<file path="src/hdl/tcw_pkg.sv">
// Shared definitions for the text console writer: default geometry, operation and
// character codes, cell constants and the cursor unit's command and status types.
// No dependencies; used by every file of the block.
package tcw_pkg;

	localparam int COLUMNS_DEF = 80;
	localparam int ROWS_DEF    = 25;

	localparam int OP_W        = 2;
	localparam int CHAR_W      = 8;
	localparam int ATTR_W      = 8;
	localparam int CELL_W      = 16;
	localparam int ADDR_IN_W   = 11;
	localparam int CURSOR_O_W  = 11;

	localparam logic [OP_W-1:0] OP_WRITE = 2'd0;
	localparam logic [OP_W-1:0] OP_CLEAR = 2'd1;
	localparam logic [OP_W-1:0] OP_READ  = 2'd2;

	localparam logic [CHAR_W-1:0] CH_NEWLINE   = 8'd10;
	localparam logic [CHAR_W-1:0] CH_TAB       = 8'd9;
	localparam logic [CHAR_W-1:0] CH_BACKSPACE = 8'd8;
	localparam logic [CHAR_W-1:0] BLANK_CHAR   = 8'h20;

	localparam logic [ATTR_W-1:0] ATTR_RESET  = 8'h2F;
	localparam logic [CELL_W-1:0] RESET_BLANK = {ATTR_RESET, BLANK_CHAR};

	// Spaces written by a tab, less the first one.
	localparam logic [1:0] TAB_EXTRA = 2'd3;

	// Commands to the cursor unit.
	typedef logic [2:0] cur_uop_t;
	localparam cur_uop_t UOP_HOLD    = 3'd0;
	localparam cur_uop_t UOP_ADVANCE = 3'd1;
	localparam cur_uop_t UOP_BACK    = 3'd2;
	localparam cur_uop_t UOP_NEWLINE = 3'd3;
	localparam cur_uop_t UOP_UNSCROLL = 3'd4;
	localparam cur_uop_t UOP_CLEAR   = 3'd5;

	// Status of the current cursor, as the sequencer needs it.
	typedef struct packed {
		logic last_cell;  // advancing from here reaches the end of the store
		logic last_row;   // a newline from here reaches the end of the store
		logic at_zero;    // cursor is at the first cell
	} cur_flags_t;

endpackage

</file>
<file path="src/hdl/tcw_cursor.sv">
// Cursor unit of the text console writer: holds the linear cursor and its column,
// and applies one command a cycle (advance, back, newline, scroll correction, clear).
// Depends on tcw_pkg.
module tcw_cursor #(
	parameter int COLUMNS = tcw_pkg::COLUMNS_DEF,
	parameter int ROWS    = tcw_pkg::ROWS_DEF,
	localparam int CELLS  = COLUMNS * ROWS,
	localparam int CUR_W  = $clog2(CELLS + 1)
) (
	input  logic               clk,
	input  logic               arst_n,
	input  tcw_pkg::cur_uop_t  uop,
	output logic [CUR_W-1:0]   cursor,
	output tcw_pkg::cur_flags_t flags
);

	localparam int COL_W = $clog2(COLUMNS);

	logic [CUR_W-1:0] cursor_q;
	logic [COL_W-1:0] col_q;

	always_ff @(posedge clk or negedge arst_n) begin
		if (!arst_n) begin
			cursor_q <= '0;
			col_q    <= '0;
		end else begin
			unique case (uop)
				tcw_pkg::UOP_ADVANCE: begin
					cursor_q <= cursor_q + CUR_W'(1);
					col_q    <= (col_q == COL_W'(COLUMNS - 1)) ? '0 : col_q + COL_W'(1);
				end
				tcw_pkg::UOP_BACK: begin
					cursor_q <= cursor_q - CUR_W'(1);
					col_q    <= (col_q == '0) ? COL_W'(COLUMNS - 1) : col_q - COL_W'(1);
				end
				tcw_pkg::UOP_NEWLINE: begin
					cursor_q <= cursor_q - CUR_W'(col_q) + CUR_W'(COLUMNS);
					col_q    <= '0;
				end
				tcw_pkg::UOP_UNSCROLL: begin
					cursor_q <= cursor_q - CUR_W'(COLUMNS);
				end
				tcw_pkg::UOP_CLEAR: begin
					cursor_q <= '0;
					col_q    <= '0;
				end
				default: begin
					cursor_q <= cursor_q;
					col_q    <= col_q;
				end
			endcase
		end
	end

	assign cursor          = cursor_q;
	assign flags.last_cell = (cursor_q == CUR_W'(CELLS - 1));
	assign flags.last_row  = (cursor_q >= CUR_W'(CELLS - COLUMNS));
	assign flags.at_zero   = (cursor_q == '0);

endmodule

</file>
<file path="config.mk">
export PLATFORM = sky130hd
export DESIGN_NAME = tcw_cursor
export DESIGN_NICKNAME = d
export VERILOG_FILES = /design/src/hdl/tcw_pkg.sv /design/src/hdl/tcw_cursor.sv
export SDC_FILE = /design/constraint.sdc
export NUM_CORES = 1
export LEC_CHECK = 0
export BUFFER_PORTS_ARGS = -buffer_cell sky130_fd_sc_hd__buf_2
export CAP_MARGIN = 25
export CORE_MARGIN = 2
export CORE_UTILIZATION = 60
export CTS_CLUSTER_DIAMETER = 80
export DETAILED_ROUTE_END_ITERATION = 6
export GPL_TIMING_DRIVEN = 1
export PLACE_DENSITY = 0.8
export SETUP_SLACK_MARGIN = 0.2
export SYNTH_ARGS = -nofsm -noshare
export SYNTH_HDL_FRONTEND = slang
export SYNTH_SLANG_ARGS = --single-unit
</file>
<file path="constraint.sdc">
create_clock -name clk -period 6.88 [get_ports clk]
set_input_delay 1.032 -clock clk [delete_from_list [all_inputs] [get_ports clk]]
set_output_delay 1.032 -clock clk [all_outputs]
set_load 0.01 [all_outputs]
</file>
==> Yosys cells after proc, flatten, opt, wreduce, memory -nomap -nowiden <==
Cells that the tools add are included.
{ "op_classes": {"addsub": 7, "order_cmp": 1, "eq_ne": 7, "n_mux": 4, "reduce_logical": 5} }
{ "ops": {"columns": ["cell", "count"], "rows": [
  ["$pmux W11 S5", 1],
  ["$pmux W7 S3", 1],
  ["$mux W7", 2],
  ["$add A11 B1 Y11 const B", 1],
  ["$add A11 B7 Y11 const B", 1],
  ["$eq A11 B11 Y1 const B", 1],
  ["$ge A11 B11 Y1 const B", 1],
  ["$logic_not A11 Y1", 1],
  ["$sub A11 B1 Y11 const B", 1],
  ["$sub A11 B7 Y11", 1],
  ["$sub A11 B7 Y11 const B", 1],
  ["$add A7 B1 Y7 const B", 1],
  ["$eq A7 B7 Y1 const B", 1],
  ["$logic_not A7 Y1", 1],
  ["$sub A7 B1 Y7 const B", 1],
  ["$eq A3 B2 Y1 const B", 2],
  ["$eq A3 B3 Y1 const B", 2],
  ["$reduce_bool A5 Y1", 1],
  ["$eq A3 B1 Y1 const B", 1],
  ["$reduce_bool A3 Y1", 1],
  ["$reduce_or A2 Y1", 1]
]} }
{ "totals": {"register_bits": 18, "inputBits": 5, "out_inout_bits": 14, "elab_cells": 26} }

==> Logic depth before layout (Yosys ltp) <==
{ "depth": {"depth_word": 3, "ltp_mapped": 12, "mapped_depth_nobuf": 12} }

==> Worst setup path before layout <==
No wires, ideal clock.
{ "synth_path": {"path_kind": "input to register", "startpoint": "input port uop[2]", "endpoint": "register cursor_q[10] (netlist: cursor[10])", "setup_ps": 124, "t_arrival_ps": 3512, "required_time_ps": 6756, "path_slack_ps": 3245, "cell_stages": 10, "path_buffers": 1, "path_cell_list": "or3b_1 > buf_6 > inv_1 > ha_1 > a211oi_1 > o211ai_1 > a2111o_1 > o311a_1 > mux2i_1 > a211o_1"} }
{ "synth_via": {"elab_chain_cells": 2} }
{ "synth_rtl": {"columns": ["item", "line", "rtl"], "rows": [
  ["start, declared", "tcw_cursor.sv:12", "input tcw_pkg::cur_uop_t uop,"],
  ["$eq A3 B3 Y1 (tied with other cells)", "tcw_cursor.sv:27", "unique case (uop)"],
  ["$pmux W11 S5 or $reduce_bool A5 Y1 (tied branches)", null, null],
  ["end signal, assigned", "tcw_cursor.sv:29", "cursor_q <= cursor_q + CUR_W'(1);"],
  ["end signal, assigned", "tcw_cursor.sv:33", "cursor_q <= cursor_q - CUR_W'(1);"],
  ["end signal, assigned", "tcw_cursor.sv:37", "cursor_q <= cursor_q - CUR_W'(col_q) + CUR_W'(COLUMNS);"],
  ["end, declared", "tcw_cursor.sv:19", "logic [CUR_W-1:0] cursor_q;"]
]} }
Parallel ways exist; a longest one is shown, timed or not.
A chain may end at the register's enable or synchronous reset.

==> Final worst setup path <==
{ "layout_path": {"startpoint": "input port uop[1]", "endpoint": "register cursor_q[10] (netlist: cursor[10])"} }
Same word-level chain as after synthesis.

==> reports/qor.csv <==
metric;value;unit
cts_tree;built;
antennaDiodeCount;0;
antenna_found_initial;0;
start_util;62.1;%
synth_common_cells;ha_1, o21ai_0, nand2_1, nor2_1, a21oi_1;
powerDensity;436;nW/um^2
grt_overflow;0;
status;completed;
required;7.03;ns
hold_depth;1;
slew_violations;0;
worst_pin_slew;0.654;ns
root_buffer;clkbuf_8;
synth_seq_cells;18;
synth_area;2480;um^2
via_per_inst;6.51;
crit_type;in2reg;
hp-class;reg2reg;
core;4000;um^2
syn_inst;328;
nNetsFinal;382;
hold_violations;0;
postCtsSetupBuffers;0;
syn_area_per_cell;7.58;um^2
synth_nets;369;
ys_types;54;
synthFlopType;dfrtp_1;
first_pass_iters;5;
synth-edff-count;0;
slew_headroom;56.4;%
leakage;1.21;nW
hpwl;5330;um
finClkSkew;0.00605;ns
critPathMaxStageDelay;0.56;ns
drive_above_1_share;7.94;%
drt_iter0_drc;364;
r2r_cells;9;
wl_per_cell;17.7;um
dieWidth;68.4;um
clk_latency;0.26;ns
grt_util_all_layers;32.0;%
synth_warnings;0;
synth_top_cell_by_area;dfrtp_1;
crit_family;compound AO/OA/AOI/OAI gates;
antenna_left;0;
max_freq;246;MHz
gp_congestion;0.960;
synthArstFlopShare;100;%
cap_viol_max_count;0;
rows;23;
dieArea;4670;um^2
synth_top_area_share;18.1;%
crit_buf_inv;2;
min_period_over_period;59.2;%
min_period;4.07;ns
worstPathMaxFanout;22;
grt_pass1_wl;11000;um
crit_path_end_kind;flip-flop;
postCtsHoldBufs;0;
tns;0;ns
critical_path_depth;10;
hold_slack;0.597;ns
critPathArrivalTime;4.23;ns
syn2layout_area_growth;6.39;%
yosysMostFrequentCell;ha_1;
cts_buffer_depth;2;
cp-start-kind;input port;
yosys-top-cells-area;dfrtp_1, ha_1, o21ai_0, a21oi_1, nand2_1;
seq_area_frac_synth;18.1;%
ios;19;
vias;2539;
path_clk_slew;0.08;ns
drc;0;
cts_resized;0;
wl;6910;um
ir_drop;0.330;mV
numCtsBuffers;3;
grt_pass1_vias;2188;
cts.sinks;18;
die_h;68.4;um
portBuffers;18;
critPathSlowestCell;or3b_1;
setup_viol;0;
htreeDepth;1;
rsz0062_at_grt;false;
path_cells;buf_2 -> or3b_1 -> inv_1 -> ha_1 -> a211oi_1 -> o211ai_1 -> a2111o_1 -> o311a_1 -> mux2i_1 -> a211o_1;
grt_max_degree;24;
-- power by group --
group / internal, mW / switching (mW) / leakage, nW
sequential: 0.148 / 0.0997 / 0.221
clock: 0.0510 / 0.0416 / 0.0288
combinational: 0.341 / 0.470 / 0.958
total: 0.540 / 0.611 / 1.21
-- sequential cells by signal, indices dropped and copies added (netlist names) --
signal / flops
cursor: 11
col_q: 7
-- final cells by class --
type | count | area, um^2
timing repair buffer | 18 | 90.1
sequential | 18 | 450
multi-input combinational | 275 | 1890
tap | 50 | 62.6
fill | 366 | 1360
clock buffer | 4 | 55.1
inverter | 25 | 93.8
-- routing by layer --
| metal | global-route usage (%) | wire length, um | up-vias |
|---|---|---|---|
| met5 | 0 | 0 | - |
| met4 | 11.5 | 192 | 0 |
| met3 | 4.11 | 386 | 15 |
| met2 | 47.5 | 3090 | 92 |
| met1 | 46.9 | 3240 | 1188 |
| li1 | - | - | 1244 |
-- metrics by stage --
step	power [mW]	setup WS [ns]	util, %	instances	area, um^2
floorplan	0.830	3.24	-	328	2480
global placement	1.03	2.63	64.7	386	2590
detailed placement	1.04	2.59	64.7	386	2590
CTS	1.14	2.86	66.1	390	2640
global route	1.27	2.64	66.1	390	2640
finish	1.15	2.81	66.1	390	2640
-- worst paths after layout --
path                       slack, ns            startpoint                endpoint
min                             0.60  col_q[5]$_DFFE_PN0P_    col_q[5]$_DFFE_PN0P_
max                             2.81                uop[1]  cursor[10]$_DFFE_PN0P_
min reg2reg                     0.60  col_q[5]$_DFFE_PN0P_    col_q[5]$_DFFE_PN0P_
max reg2reg                     3.76  col_q[3]$_DFFE_PN0P_  cursor[10]$_DFFE_PN0P_
max in group asynchronous       5.87                arst_n    col_q[0]$_DFFE_PN0P_
min in group asynchronous       0.70                arst_n   cursor[7]$_DFFE_PN0P_
-- cell families after synthesis --
| family | synth area share (%) |
|---|---|
| flops | 18.1 |
| fa+ha+maj | 18.7 |
| simple gates | 20.8 |
| compound gates | 30.6 |
| xor+xnor | 4.23 |
| buf+inv | 5.74 |
| mux | 1.71 |
-- layout by cell type (no fill, tap or decap), types with 3 or more instances in the layout --
master,Yosys,final
a2111oi_0,3,3
a211oi_1,7,7
a21o_1,5,5
a21oi_1,26,26
a221oi_1,5,5
a22oi_1,3,3
and3_1,4,4
buf_2,3,18
clkbuf_8,0,4
dfrtp_1,18,18
ha_1,34,34
inv_1,25,25
nand2_1,30,30
nand2b_1,7,7
nand3_1,7,7
nor2_1,30,30
nor2b_1,3,3
nor3_1,9,9
nor3b_1,5,5
nor4_1,4,4
o211ai_1,4,4
o21ai_0,32,32
o21bai_1,4,4
o22ai_1,4,4
xnor2_1,6,6
xor2_1,6,6
No activity file was read; power rests on OpenSTA's default activity.
